===== src/sv/centroid_vehicle_tracker_defines.svh =====
// Assertion macros shared by the vehicle tracker RTL.
`ifndef CENTROID_VEHICLE_TRACKER_DEFINES_SVH
`define CENTROID_VEHICLE_TRACKER_DEFINES_SVH
`ifndef SYNTH
// Same-cycle implication, sampled on clk and disabled during reset.
`define CVT_ASSERT_IMP(lbl, ante, cons) \
  lbl: assert property (@(posedge clk) disable iff (!rst_n) (ante) |-> (cons)) \
    else $error("same-cycle check failed");
// Next-cycle implication, sampled on clk and disabled during reset.
`define CVT_ASSERT_NXT(lbl, ante, cons) \
  lbl: assert property (@(posedge clk) disable iff (!rst_n) (ante) |=> (cons)) \
    else $error("next-cycle check failed");
`else
`define CVT_ASSERT_IMP(lbl, ante, cons)
`define CVT_ASSERT_NXT(lbl, ante, cons)
`endif
`endif


===== src/sv/cvt_pkg.sv =====
// Types, constants and codes of the centroid vehicle tracker.
`default_nettype none
package cvt_pkg;

  // Table size and coordinate width of the box fields that take part.
  localparam int MAX_TRACKS = 16;
  localparam int COORD_BITS = 12;
  localparam int CNT_W      = $clog2(MAX_TRACKS + 1);

  localparam logic [11:0] COORD_MASK = 12'((33'd1 << COORD_BITS) - 33'd1);

  localparam logic [1:0] WARMUP_FRAMES = 2'd2;
  localparam logic [1:0] FRAMES_SAT    = 2'd3;
  localparam logic [15:0] OBJ_SAT      = 16'hFFFF;

  localparam logic [8:0] MIN_WIDTH_RST  = 9'd120;
  localparam logic [7:0] MIN_HEIGHT_RST = 8'd50;

  // Configuration port decode.
  localparam int ADDR_W = 3;
  localparam logic REG_MIN_WIDTH  = 1'b0;
  localparam logic REG_MIN_HEIGHT = 1'b1;

  typedef enum logic [1:0] {
    REQ_BOX       = 2'd0,
    REQ_EOF       = 2'd1,
    REQ_CLR_TOTAL = 2'd2
  } req_type_t;

  typedef struct packed {
    logic [1:0]  req_type;
    logic [11:0] box_x;
    logic [11:0] box_y;
    logic [11:0] box_w;
    logic [11:0] box_h;
  } in_data_t;

  typedef struct packed {
    logic        qualified;
    logic        is_new;
    logic [4:0]  matched_tracks;
    logic [12:0] center_x;
    logic [12:0] center_y;
    logic [15:0] frame_objects;
    logic [31:0] total_count;
    logic        table_full;
  } out_data_t;

  typedef struct packed {
    logic [8:0] min_width;
    logic [7:0] min_height;
  } cfg_t;

  // Command from the control stage to the track table.
  typedef struct packed {
    logic        track;
    logic        clear;
    logic [12:0] cx;
    logic [12:0] cy;
  } trk_cmd_t;

  // Lookup result of the track table for the current centre.
  typedef struct packed {
    logic [CNT_W-1:0] hit_cnt;
    logic             any_hit;
    logic             full;
  } trk_res_t;

endpackage
`default_nettype wire


===== src/sv/cvt_cfg_regs.sv =====
// Configuration registers behind the APB-style port.
`default_nettype none
module cvt_cfg_regs (
  input  wire logic                      clk,
  input  wire logic                      rst_n,
  input  wire logic                      psel,
  input  wire logic                      penable,
  input  wire logic                      pwrite,
  input  wire logic [cvt_pkg::ADDR_W-1:0] paddr,
  input  wire logic [31:0]               pwdata,
  output logic      [31:0]               prdata,
  output logic                           pready,
  output cvt_pkg::cfg_t                  cfg
);
  import cvt_pkg::*;

  logic [8:0] min_width_r;
  logic [7:0] min_height_r;
  logic       wr_en;

  assign pready = 1'b1;
  assign wr_en  = psel && penable && pwrite && pready;

  // Register writes at the access phase.
  always_ff @(posedge clk) begin
    if (!rst_n) begin
      min_width_r  <= MIN_WIDTH_RST;
      min_height_r <= MIN_HEIGHT_RST;
    end else if (wr_en) begin
      case (paddr[2])
        REG_MIN_WIDTH:  min_width_r  <= pwdata[8:0];
        REG_MIN_HEIGHT: min_height_r <= pwdata[7:0];
        default: ;
      endcase
    end
  end

  // Read data mux.
  always_comb begin
    case (paddr[2])
      REG_MIN_WIDTH:  prdata = {23'd0, min_width_r};
      REG_MIN_HEIGHT: prdata = {24'd0, min_height_r};
      default:        prdata = 32'd0;
    endcase
  end

  assign cfg.min_width  = min_width_r;
  assign cfg.min_height = min_height_r;

endmodule
`default_nettype wire


===== src/sv/cvt_track_table.sv =====
// Track table: stored centres, parallel window compare and update.
`default_nettype none
`include "centroid_vehicle_tracker_defines.svh"
module cvt_track_table (
  input  wire logic             clk,
  input  wire logic             rst_n,
  input  wire cvt_pkg::cfg_t    cfg,
  input  wire cvt_pkg::trk_cmd_t cmd,
  output cvt_pkg::trk_res_t     res
);
  import cvt_pkg::*;

  logic [12:0]           track_cx_r [MAX_TRACKS];
  logic [12:0]           track_cy_r [MAX_TRACKS];
  logic [MAX_TRACKS-1:0] valid_r;
  logic [CNT_W-1:0]      fill_r;
  logic [MAX_TRACKS-1:0] hit;
  logic [7:0]            half_w;
  logic [6:0]            half_h;
  logic                  full;
  logic                  append;

  assign half_w = cfg.min_width[8:1];
  assign half_h = cfg.min_height[7:1];

  // Every valid entry is compared against the new centre at once.
  always_comb begin
    logic [12:0] dx;
    logic [12:0] dy;
    for (int i = 0; i < MAX_TRACKS; i++) begin
      dx = (cmd.cx >= track_cx_r[i]) ? cmd.cx - track_cx_r[i] : track_cx_r[i] - cmd.cx;
      dy = (cmd.cy >= track_cy_r[i]) ? cmd.cy - track_cy_r[i] : track_cy_r[i] - cmd.cy;
      hit[i] = valid_r[i] && (dx < {5'd0, half_w}) && (dy < {6'd0, half_h});
    end
  end

  assign full   = (fill_r == CNT_W'(MAX_TRACKS));
  assign append = cmd.track && !(|hit) && !full;

  assign res.hit_cnt = CNT_W'($countones(hit));
  assign res.any_hit = |hit;
  assign res.full    = full;

  // Centre storage: matching entries take the new centre, or one entry is appended.
  always_ff @(posedge clk) begin
    for (int i = 0; i < MAX_TRACKS; i++) begin
      if (cmd.track && (hit[i] || (append && fill_r == CNT_W'(i)))) begin
        track_cx_r[i] <= cmd.cx;
        track_cy_r[i] <= cmd.cy;
      end
    end
  end

  // Valid bits and fill count.
  always_ff @(posedge clk) begin
    if (!rst_n) begin
      valid_r <= '0;
      fill_r  <= '0;
    end else if (cmd.clear) begin
      valid_r <= '0;
      fill_r  <= '0;
    end else if (append) begin
      for (int i = 0; i < MAX_TRACKS; i++) begin
        if (fill_r == CNT_W'(i)) begin
          valid_r[i] <= 1'b1;
        end
      end
      fill_r <= fill_r + CNT_W'(1);
    end
  end

  `CVT_ASSERT_IMP(a_fill_bound, 1'b1, fill_r <= CNT_W'(MAX_TRACKS))
  `CVT_ASSERT_IMP(a_fill_matches_valid, 1'b1, $countones(valid_r) == int'(fill_r))
  `CVT_ASSERT_NXT(a_clear_empties, cmd.clear, fill_r == '0 && valid_r == '0)

endmodule
`default_nettype wire


===== src/sv/centroid_vehicle_tracker.sv =====
// Top level of the centroid vehicle tracker: input stage, counters, result stage.
//
//  Channel  Ports                           Moves
//  in       in_valid, in_ready, in_data     one request: box, end of frame, clear total
//  out      out_valid, out_ready, out_data  one status result per request
//  cfg      psel .. pready                  min_width at 0x0, min_height at 0x4
//
// A request accepted into the input register goes through one pass of combinational
// work (centre, window compare against all tracks, counters) and lands in the result
// register once that register is free; while the output is not stalled, one request per
// cycle is sustained. The sixteen-way track compare sets the cycle.
// Reset is synchronous; no clearing pass is needed, the tracks are usable at once.
// A stalled result holds the result register and the input register takes one more.
`default_nettype none
`include "centroid_vehicle_tracker_defines.svh"
module centroid_vehicle_tracker (
  input  wire logic                      clk,
  input  wire logic                      rst_n,
  input  wire logic                      in_valid,
  output logic                           in_ready,
  input  wire cvt_pkg::in_data_t         in_data,
  output logic                           out_valid,
  input  wire logic                      out_ready,
  output cvt_pkg::out_data_t             out_data,
  input  wire logic                      psel,
  input  wire logic                      penable,
  input  wire logic                      pwrite,
  input  wire logic [cvt_pkg::ADDR_W-1:0] paddr,
  input  wire logic [31:0]               pwdata,
  output logic      [31:0]               prdata,
  output logic                           pready
);
  import cvt_pkg::*;

  cfg_t      cfg;
  trk_cmd_t  trk_cmd;
  trk_res_t  trk_res;

  in_data_t  in_r;
  logic      in_valid_r;
  out_data_t out_r, out_nxt;
  logic      out_valid_r;
  logic      advance;

  logic [31:0] total_r, total_nxt;
  logic [15:0] objects_r, objects_nxt;
  logic [1:0]  frames_r, frames_nxt;
  logic        anyq_r, anyq_nxt;

  logic [11:0] bx, by, bw, bh;
  logic [12:0] cx, cy;
  logic        is_box, qual, warm, track_en, clear_en;
  logic [15:0] obj_inc;

  cvt_cfg_regs u_cfg (
    .clk     (clk),
    .rst_n   (rst_n),
    .psel    (psel),
    .penable (penable),
    .pwrite  (pwrite),
    .paddr   (paddr),
    .pwdata  (pwdata),
    .prdata  (prdata),
    .pready  (pready),
    .cfg     (cfg)
  );

  // Pipeline handshake: the work stage moves when the result register is free.
  assign advance  = in_valid_r && (!out_valid_r || out_ready);
  assign in_ready = !in_valid_r || advance;

  // Input register.
  always_ff @(posedge clk) begin
    if (!rst_n) begin
      in_valid_r <= 1'b0;
    end else if (in_ready) begin
      in_valid_r <= in_valid;
    end
  end

  always_ff @(posedge clk) begin
    if (in_valid && in_ready) begin
      in_r <= in_data;
    end
  end

  // Box centre and qualification.
  assign is_box   = (in_r.req_type == REQ_BOX);
  assign bx       = in_r.box_x & COORD_MASK;
  assign by       = in_r.box_y & COORD_MASK;
  assign bw       = in_r.box_w & COORD_MASK;
  assign bh       = in_r.box_h & COORD_MASK;
  assign cx       = {1'b0, bx} + {2'b0, bw[11:1]};
  assign cy       = {1'b0, by} + {2'b0, bh[11:1]};
  assign qual     = is_box && ({3'd0, bw} > {3'd0, cfg.min_width}) &&
                    ({4'd0, bh} > {4'd0, cfg.min_height});
  assign warm     = (frames_r < WARMUP_FRAMES);
  assign track_en = advance && qual && !warm;
  assign clear_en = advance && (in_r.req_type == REQ_EOF) && !anyq_r;
  assign obj_inc  = (objects_r < OBJ_SAT) ? objects_r + 16'd1 : objects_r;

  assign trk_cmd.track = track_en;
  assign trk_cmd.clear = clear_en;
  assign trk_cmd.cx    = cx;
  assign trk_cmd.cy    = cy;

  cvt_track_table u_table (
    .clk   (clk),
    .rst_n (rst_n),
    .cfg   (cfg),
    .cmd   (trk_cmd),
    .res   (trk_res)
  );

  // Counter updates and the result word for the request in the work stage.
  always_comb begin
    total_nxt   = total_r;
    objects_nxt = objects_r;
    frames_nxt  = frames_r;
    anyq_nxt    = anyq_r;
    out_nxt     = '0;
    out_nxt.frame_objects = objects_r;
    case (in_r.req_type)
      REQ_BOX: begin
        out_nxt.center_x = cx;
        out_nxt.center_y = cy;
        if (qual) begin
          anyq_nxt    = 1'b1;
          objects_nxt = obj_inc;
          out_nxt.qualified     = 1'b1;
          out_nxt.frame_objects = obj_inc;
          if (warm) begin
            total_nxt = 32'd0;
          end else if (!trk_res.any_hit) begin
            total_nxt          = total_r + 32'd1;
            out_nxt.is_new     = 1'b1;
            out_nxt.table_full = trk_res.full;
          end else begin
            out_nxt.matched_tracks = 5'(trk_res.hit_cnt);
          end
        end
      end
      REQ_EOF: begin
        objects_nxt = 16'd0;
        anyq_nxt    = 1'b0;
        if (frames_r < FRAMES_SAT) begin
          frames_nxt = frames_r + 2'd1;
        end
      end
      REQ_CLR_TOTAL: begin
        total_nxt = 32'd0;
      end
      default: ;
    endcase
    out_nxt.total_count = total_nxt;
  end

  // Frame and vehicle counters.
  always_ff @(posedge clk) begin
    if (!rst_n) begin
      total_r   <= 32'd0;
      objects_r <= 16'd0;
      frames_r  <= 2'd0;
      anyq_r    <= 1'b0;
    end else if (advance) begin
      total_r   <= total_nxt;
      objects_r <= objects_nxt;
      frames_r  <= frames_nxt;
      anyq_r    <= anyq_nxt;
    end
  end

  // Result register.
  always_ff @(posedge clk) begin
    if (!rst_n) begin
      out_valid_r <= 1'b0;
    end else if (advance) begin
      out_valid_r <= 1'b1;
    end else if (out_ready) begin
      out_valid_r <= 1'b0;
    end
  end

  always_ff @(posedge clk) begin
    if (advance) begin
      out_r <= out_nxt;
    end
  end

  assign out_valid = out_valid_r;
  assign out_data  = out_r;

  `CVT_ASSERT_NXT(a_eof_keeps_total, advance && in_r.req_type == REQ_EOF, $stable(total_r))
  `CVT_ASSERT_NXT(a_new_counts_one, track_en && !trk_res.any_hit,
    total_r == $past(total_r) + 32'd1)
  `CVT_ASSERT_NXT(a_frames_saturate, frames_r == FRAMES_SAT, frames_r == FRAMES_SAT)

endmodule
`default_nettype wire

===== config.mk =====
export PLATFORM = sky130hd
export DESIGN_NAME = centroid_vehicle_tracker
export DESIGN_NICKNAME = d
export VERILOG_FILES = /design/src/sv/cvt_pkg.sv /design/src/sv/cvt_cfg_regs.sv /design/src/sv/cvt_track_table.sv /design/src/sv/centroid_vehicle_tracker.sv
export VERILOG_INCLUDE_DIRS = /design/src /design/src/sv
export SDC_FILE = /design/constraint.sdc
export NUM_CORES = 2
export LEC_CHECK = 0
export ABC_AREA = 1
export BUFFER_PORTS_ARGS = -buffer_cell sky130_fd_sc_hd__buf_2
export CORE_MARGIN = 2
export CORE_UTILIZATION = 61
export DETAILED_ROUTE_END_ITERATION = 16
export PLACE_DENSITY = 0.87
export RECOVER_POWER = 25
export SETUP_SLACK_MARGIN = 0.4
export SLEW_MARGIN = 20
export SYNTH_ARGS = -nofsm -noshare
export SYNTH_HDL_FRONTEND = slang
export SYNTH_SLANG_ARGS = --single-unit

===== constraint.sdc =====
create_clock -name clk -period 11.8 [get_ports clk]
set_input_delay 1.18 -clock clk [delete_from_list [all_inputs] [get_ports clk]]
set_output_delay 1.18 -clock clk [all_outputs]
set_load 0.05 [all_outputs]

## Word-level counts from Yosys, hierarchy flattened

Memory sizes are Yosys's and may differ from the RTL's.
Cells that the tools add are included.

- Bits in registers: 223
- RAM bits: 416
- Output and inout bits: 117
- Logic and storage cells: 429
- Memories kept: 2

Memories:

| name | depth | width | rd ports | clocked after Yosys merged registers in | write ports | line | RTL |
|---|---|---|---|---|---|---|---|
| u_table.track_cx_r | 16 | 13 | 16 | 0 | 16 | cvt_track_table.sv:13 | `logic [12:0] track_cx_r [MAX_TRACKS];` |
| u_table.track_cy_r | 16 | 13 | 16 | 0 | 16 | cvt_track_table.sv:14 | `logic [12:0] track_cy_r [MAX_TRACKS];` |

- Add/sub/neg operators: 85
- Magnitude comparators: 69
- Equality and inequality tests: 19
- Mux-type cells: 81
- Bitwise logic cells: 5
- Reduce and logical (&&, ||, !) cells: 130

Operators with widths:

| kind | number |
|---|---|
| subtractor 13 bit | 64 |
| >= comparator 13 bit | 32 |
| two-way mux 13 bit | 32 |
| less-than comparator 13 x 7 -> 1 bit | 16 |
| less-than comparator 13 x 8 -> 1 bit | 16 |
| one-hot mux 32 bit (2 select lines) | 2 |
| two-way mux 32 bit | 3 |
| logical AND 1 bit | 76 |
| two-way mux 16 bit | 3 |
| == test 5 x 4 -> 1 bit (second input constant) | 8 |
| AND reduction 2 bit | 19 |
| two-way mux 1 bit | 36 |
| adder 5 bit | 7 |
| adder 32 x 1 -> 32 bit (second input constant) | 1 |
| one-hot mux 16 bit (2 select lines) | 1 |
| adder 12 x 11 -> 13 bit | 2 |
| == test 5 x 3 -> 1 bit (second input constant) | 4 |
| OR reduction 19 bit | 1 |
| logical OR 1 bit | 18 |
| adder 1 x 1 -> 2 bit | 8 |
| adder 16 x 1 -> 16 bit (second input constant) | 1 |
| less-than comparator 16 bit (second input constant) | 1 |
| OR reduction 16 bit | 1 |
| greater-than comparator 12 x 8 -> 1 bit | 1 |
| other kinds (23) | 36 |

## Longest topological paths before layout

- Depth after elaboration: 15
- Gate-level depth with buffers: 56

## By module

Synthesis repeated with hierarchy kept, for this count alone.

- Cell total of the unflattened synthesis: 11960
- Area total of the unflattened synthesis: 78390.2 sq um

Modules (own cells, without submodules):

| module | instances | cells each | area each (sq um) | sequential area each (sq um) |
|---|---|---|---|---|
| cvt_track_table | 1 | 10634 | 67563.5 | 12912.4 |
| centroid_vehicle_tracker | 1 | 1174 | 9805.7 | 5024.8 |
| cvt_cfg_regs | 1 | 152 | 1021.0 | 340.3 |

## Worst setup path before layout

No wires, ideal clock.

- Kind: flip-flop to flip-flop
- Start point: reg in_r, in the netlist bw[1]
- End point: reg out_r, in the netlist out_data[78] (data pin)
- Setup time: 257 ps
- Arrival time: 9845 ps
- Setup slack: 1698 ps
- Stages on the path, launching flop included: 41
- Period minus slack after synthesis: 10102 ps
- Cell sequence: edfxtp_1 > ha_1 > inv_1 > fa_1 > inv_1 > ha_1 > nand2_1 > nor2_1 > nor3b_1 > o21ai_0 > nand3_1 > nand3_1 > buf_2 > buf_2 > mux2i_1 > xnor2_1 > inv_1 > ha_1 > [5 not listed] > nand2_1 > nor2_1 > nand3b_1 > nor2_1 > nand3_1 > ha_1 > inv_1 > fa_1 > inv_1 > fa_1 > inv_1 > fa_1 > inv_1 > fa_1 > ha_1 > fa_1 > xnor2_1 > nor2_1

- Longest elaborated chain between the ends: 10
- Elaborated cells between the ends (all ways): 135

Ends and longest elaborated chain:

| what | line | RTL |
|---|---|---|
| from (decl) | centroid_vehicle_tracker.sv:39 | `in_data_t in_r;` |
| from (signal assigned) | centroid_vehicle_tracker.sv:83 | `in_r <= in_data;` |
| adder 12 x 11 -> 13 bit * | centroid_vehicle_tracker.sv:93 | `assign cx = {1'b0, bx} + {2'b0, bw[11:1]};` |
| net cx[1] | centroid_vehicle_tracker.sv:51 | `logic [12:0] cx, cy;` |
| subtractor 13 bit / >= comparator 13 bit (equally long branches) | cvt_track_table.sv:31 | `dx = (cmd.cx >= track_cx_r[i]) ? cmd.cx - track_cx_r[i] : track_cx_r[i] - cmd.cx;` |
| two-way mux 13 bit | cvt_track_table.sv:31 |  |
| less-than comparator 13 x 8 -> 1 bit | cvt_track_table.sv:33 | `hit[i] = valid_r[i] && (dx < {5'd0, half_w}) && (dy < {6'd0, half_h});` |
| logical AND 1 bit (2 in a row) | cvt_track_table.sv:33 |  |
| adder 1 x 1 -> 2 bit (implied by the code) | cvt_track_table.sv:40 | `assign res.hit_cnt = CNT_W'($countones(hit));` |
| adder 5 bit (implied by the code) (3 in a row) | cvt_track_table.sv:40 |  |
| to (signal assigned) | centroid_vehicle_tracker.sv:186 | `out_r <= out_nxt;` |
| to (decl) | centroid_vehicle_tracker.sv:41 | `out_data_t out_r, out_nxt;` |

Mark *: on every way through the listed nets, which the timed path passes. The rest lies on a longest branch.
A chain may end at the register's enable or synchronous reset.

## Worst setup path in the final report

Ends and elaborated chain as after synthesis.

==> results.sh <==
export IMPL_outcome="finished with violations"
export IMPL_failed_checks="max-capacitance violations, max-slew violations"
export IMPL_arrival_ns=11.50
export IMPL_max_vdd_ir_drop_mv=0.142
export IMPL_coreArea_sq_um=109000
export IMPL_synth_edff_count=548
export IMPL_finalWorstPathRequiredPeriod_ns=11.06
export IMPL_layout_nets=10425
export IMPL_setup_total_negative_slack_ns=0
export IMPL_holdCritPathClass="reg2reg"
export IMPL_layout_filler_cells=9401
export IMPL_post_synth_instance_area_sq_um=67000
export IMPL_postSynth_asyncResetShare_pct=0
export IMPL_detail_route_drc_violations=0
export IMPL_fmax_mhz=90.4
export IMPL_setup_worst_path_end_class="flip-flop"
export IMPL_worst_path_required_ns=12.24
export IMPL_cp_slowest_cell="sky130_fd_sc_hd__a221oi_1"
export IMPL_vias=64511
export IMPL_drt_antenna_violating_nets=0
export IMPL_grt_start_max_net_pins=81
export IMPL_timing_worst_slew_pin_value_ns=2.65
export IMPL_place_detailed_hpwl_mm=168
export IMPL_non_filler_cells_final=10663
export IMPL_htreeDepth=3
export IMPL_clock_transition_at_the_registers_of_the_reported_paths_ns=0.07
export IMPL_synthTopCellsByArea="sky130_fd_sc_hd__edfxtp_1 25%, sky130_fd_sc_hd__ha_1 20%, sky130_fd_sc_hd__nand2_1 11%"
export IMPL_grt_setup_unrepaired="false"
export IMPL_cts_root_to_sink_buffers=3
export IMPL_fp_dieH_microns=335
export IMPL_hold_slack_ns=0.471
export IMPL_grt_pass1_vias=60002
export IMPL_report_final_hold_viol_count=0
export IMPL_synth_top_area_share_pct=24.6
export IMPL_cp_start_kind="flip-flop"
export IMPL_gp_congestion=0.999
export IMPL_number_of_antenna_violations_at_the_first_check_in_global_routing=6
export IMPL_detail_route_wirelength_mm=229
export IMPL_syn_to_final_growth_pct=9.17
export IMPL_num_rows=121
export IMPL_syn_area_per_cell_sq_um=7.51
export IMPL_tritoncts_num_buffers=81
export IMPL_finalClockSkew_ns=0.0277
export IMPL_yosys_register_bits=639
export IMPL_post_route_worst_setup_slack_ns=0.738
export IMPL_pre_cts_ws_ns=0.617
export IMPL_timing_final_crit_share_pct=93.7
export IMPL_critPathKind="reg2reg"
export IMPL_first_pass_grt_wire_length_mm=344
export IMPL_crit_path_max_fanout=25
export IMPL_cts_num_sinks=639
export IMPL_start_util_pct=61.6
export IMPL_firstDrtPassIters=6
export IMPL_io_pin_count=209
export IMPL_yosys_warnings=0
export IMPL_wl_per_cell_microns=21.5
export IMPL_power_per_cell_area_nw_per_um2=148
export IMPL_synthesis_instances=8929
export IMPL_die_width_microns=335
export IMPL_critical_path_most_common_cell="sky130_fd_sc_hd__inv_1"
export IMPL_insertion_delay_ns=0.70
export IMPL_gr_usage_all_layers_pct=39.6
export IMPL_total_leakage_power_nw=36.2
export IMPL_final_max_slew_viol_count=319
export IMPL_postSynth_topFlopCell="sky130_fd_sc_hd__edfxtp_1"
export IMPL_critPathMaxStageDelay_ns=0.54
export IMPL_placed_cells_incl_taps=10509
export IMPL_drive_gt1_share_pct=4.74
export IMPL_maxCapViolations=10
export IMPL_post_synth_num_cell_types=61
export IMPL_finalSetupViolations=0
export IMPL_final_core_util_pct=67.2
export IMPL_i_o_buffers=159
export IMPL_cts_root_buf="sky130_fd_sc_hd__clkbuf_16"
export IMPL_slew_limit_headroom_pct=-76.8
export IMPL_detail_route_vias_per_cell=6.05
export IMPL_synth_seq_area_share_pct=27.3
export IMPL_global_route_overflow_total=0
export IMPL_clock_tree_from_tritoncts="yes"
export IMPL_post_cts_hold_buffer_count=0
export IMPL_post_synth_top_area_cell="sky130_fd_sc_hd__edfxtp_1"
export IMPL_initial_drc_count=7168
export IMPL_design_die_area_sq_um=113000
export IMPL_regToRegSetupSlack_ns=0.74
path summary, 6_finish.rpt:
path                                          start                  end  cells after the start
worst max-delay path                          bw[1]         out_data[78]                     47
worst min-delay path            u_table.valid_r[15]  u_table.valid_r[15]                      2
worst max register to register                bw[1]         out_data[78]                     47
worst min register to register  u_table.valid_r[15]  u_table.valid_r[15]                      2
layout by cell type, fill, tap and decap left out, drive strengths merged, types with 6 or more instances in the layout:
| master | count |
|---|---|
| nand2 | 2014 |
| inv | 1398 |
| ha | 1074 |
| a21oi | 849 |
| o21ai | 573 |
| nor2 | 560 |
| edfxtp | 548 |
| nand3 | 514 |
| xor2 | 228 |
| buf | 216 |
| clkbuf | 194 |
| nand4 | 108 |
| dfxtp | 91 |
| a21o | 87 |
| mux2i | 86 |
| nor3 | 81 |
| fa | 77 |
| o211ai | 75 |
| xnor2 | 73 |
| o21bai | 53 |
| a31oi | 36 |
| clkinv | 32 |
| nand3b | 30 |
| a221oi | 30 |
| conb | 24 |
| a211oi | 23 |
| nor4 | 21 |
| a21boi | 21 |
| or2 | 21 |
| a2111oi | 15 |
| o21a | 15 |
| o221ai | 13 |
| o31ai | 12 |
| o2111ai | 9 |
| bufinv | 8 |
| and2 | 7 |
| o22ai | 6 |
| clkinvlp | 6 |
state kept, by name, summed over array words and instances (netlist names), 16 cells and up:
register	cells
objects_r	16
total_r	32
u_table.track_cx_r	208
out_data	82
u_table.track_cy_r	208
u_table.valid_r	16
stage by stage:
step	cell area, sq um	total power, W
after floorplan	67100	0.00628
after global placement	70500	0.00791
after detailed placement	70500	0.00801
after CTS	73200	0.0106
after global routing	73200	0.0114
final	73200	0.0108
synthesized netlist by cell type, types with 42 or more instances:
library cell               instances
sky130_fd_sc_hd__o211ai_1         75
sky130_fd_sc_hd__nand4_1         108
sky130_fd_sc_hd__o21bai_1         53
sky130_fd_sc_hd__a21o_1           87
sky130_fd_sc_hd__dfxtp_1          91
sky130_fd_sc_hd__mux2i_1          86
sky130_fd_sc_hd__o21ai_0         565
sky130_fd_sc_hd__xor2_1          228
sky130_fd_sc_hd__inv_1          1389
sky130_fd_sc_hd__nand2_1        2011
sky130_fd_sc_hd__buf_2            42
sky130_fd_sc_hd__nand3_1         507
sky130_fd_sc_hd__xnor2_1          73
sky130_fd_sc_hd__a21oi_1         849
sky130_fd_sc_hd__nor2_1          550
sky130_fd_sc_hd__clkbuf_1         77
sky130_fd_sc_hd__edfxtp_1        548
sky130_fd_sc_hd__fa_1             77
sky130_fd_sc_hd__nor3_1           77
sky130_fd_sc_hd__ha_1           1074
kinds of logic (layout without fill, tap and decap cells):
group	after synthesis	count (layout)	synth area share [%]
other	2	28	0.0112
DFF	639	639	27.3
adders and majority gates	1151	1151	22.4
muxes	87	87	1.30
xor gates and xnor gates	301	301	3.93
AOI/OAI and AO/OA	1828	1828	15.2
buffers and inverters	1560	1854	9.01
and+or+nand+nor	3361	3361	20.9
power breakdown:
group	switching [W]	internal, W
clock	0.00111	0.00151
sequential	0.0000225	0.00256
combinational	0.00382	0.00179
total	0.00495	0.00586
critical path: cells and delay by family, from the launching register on:
kind                     cells  cell delay, ns
AO/OA/AOI/OAI               13            2.80
XOR/XNOR                     2            0.32
adder cells (fa/ha/maj)     11            4.04
buffers and inverters       10            1.40
flip-flops                   1            0.39
AND/OR/NAND/NOR             11            1.82
layout make-up:
type                            count  area [sq um]  area share (%)
Multi-Input combinational cell   6752         43200            59.0
Sequential cell                   639         18300            25.0
Inverter                         1403          5270            7.20
Clock buffer                      105          2210            3.02
Timing Repair Buffer              305          1950            2.67
Tap cell                         1414          1770            2.42
Clock inverter                     41           498           0.681
Antenna cell                        4          10.0          0.0137
what timing repair did:
item                       4_1_cts  5_1_grt
resized for setup                0       17
setup buffers                    0        3
setup endpoints to repair        0       30
layer usage:
layer	wire length [microns]	vias up	global-route usage [%]
li1	-	30447	-
met5	26	-	0
met4	12500	4	19.2
met1	96600	30095	55.4
met2	97400	3340	60.3
met3	22400	625	5.12
Power figures use the tool's default switching activity.
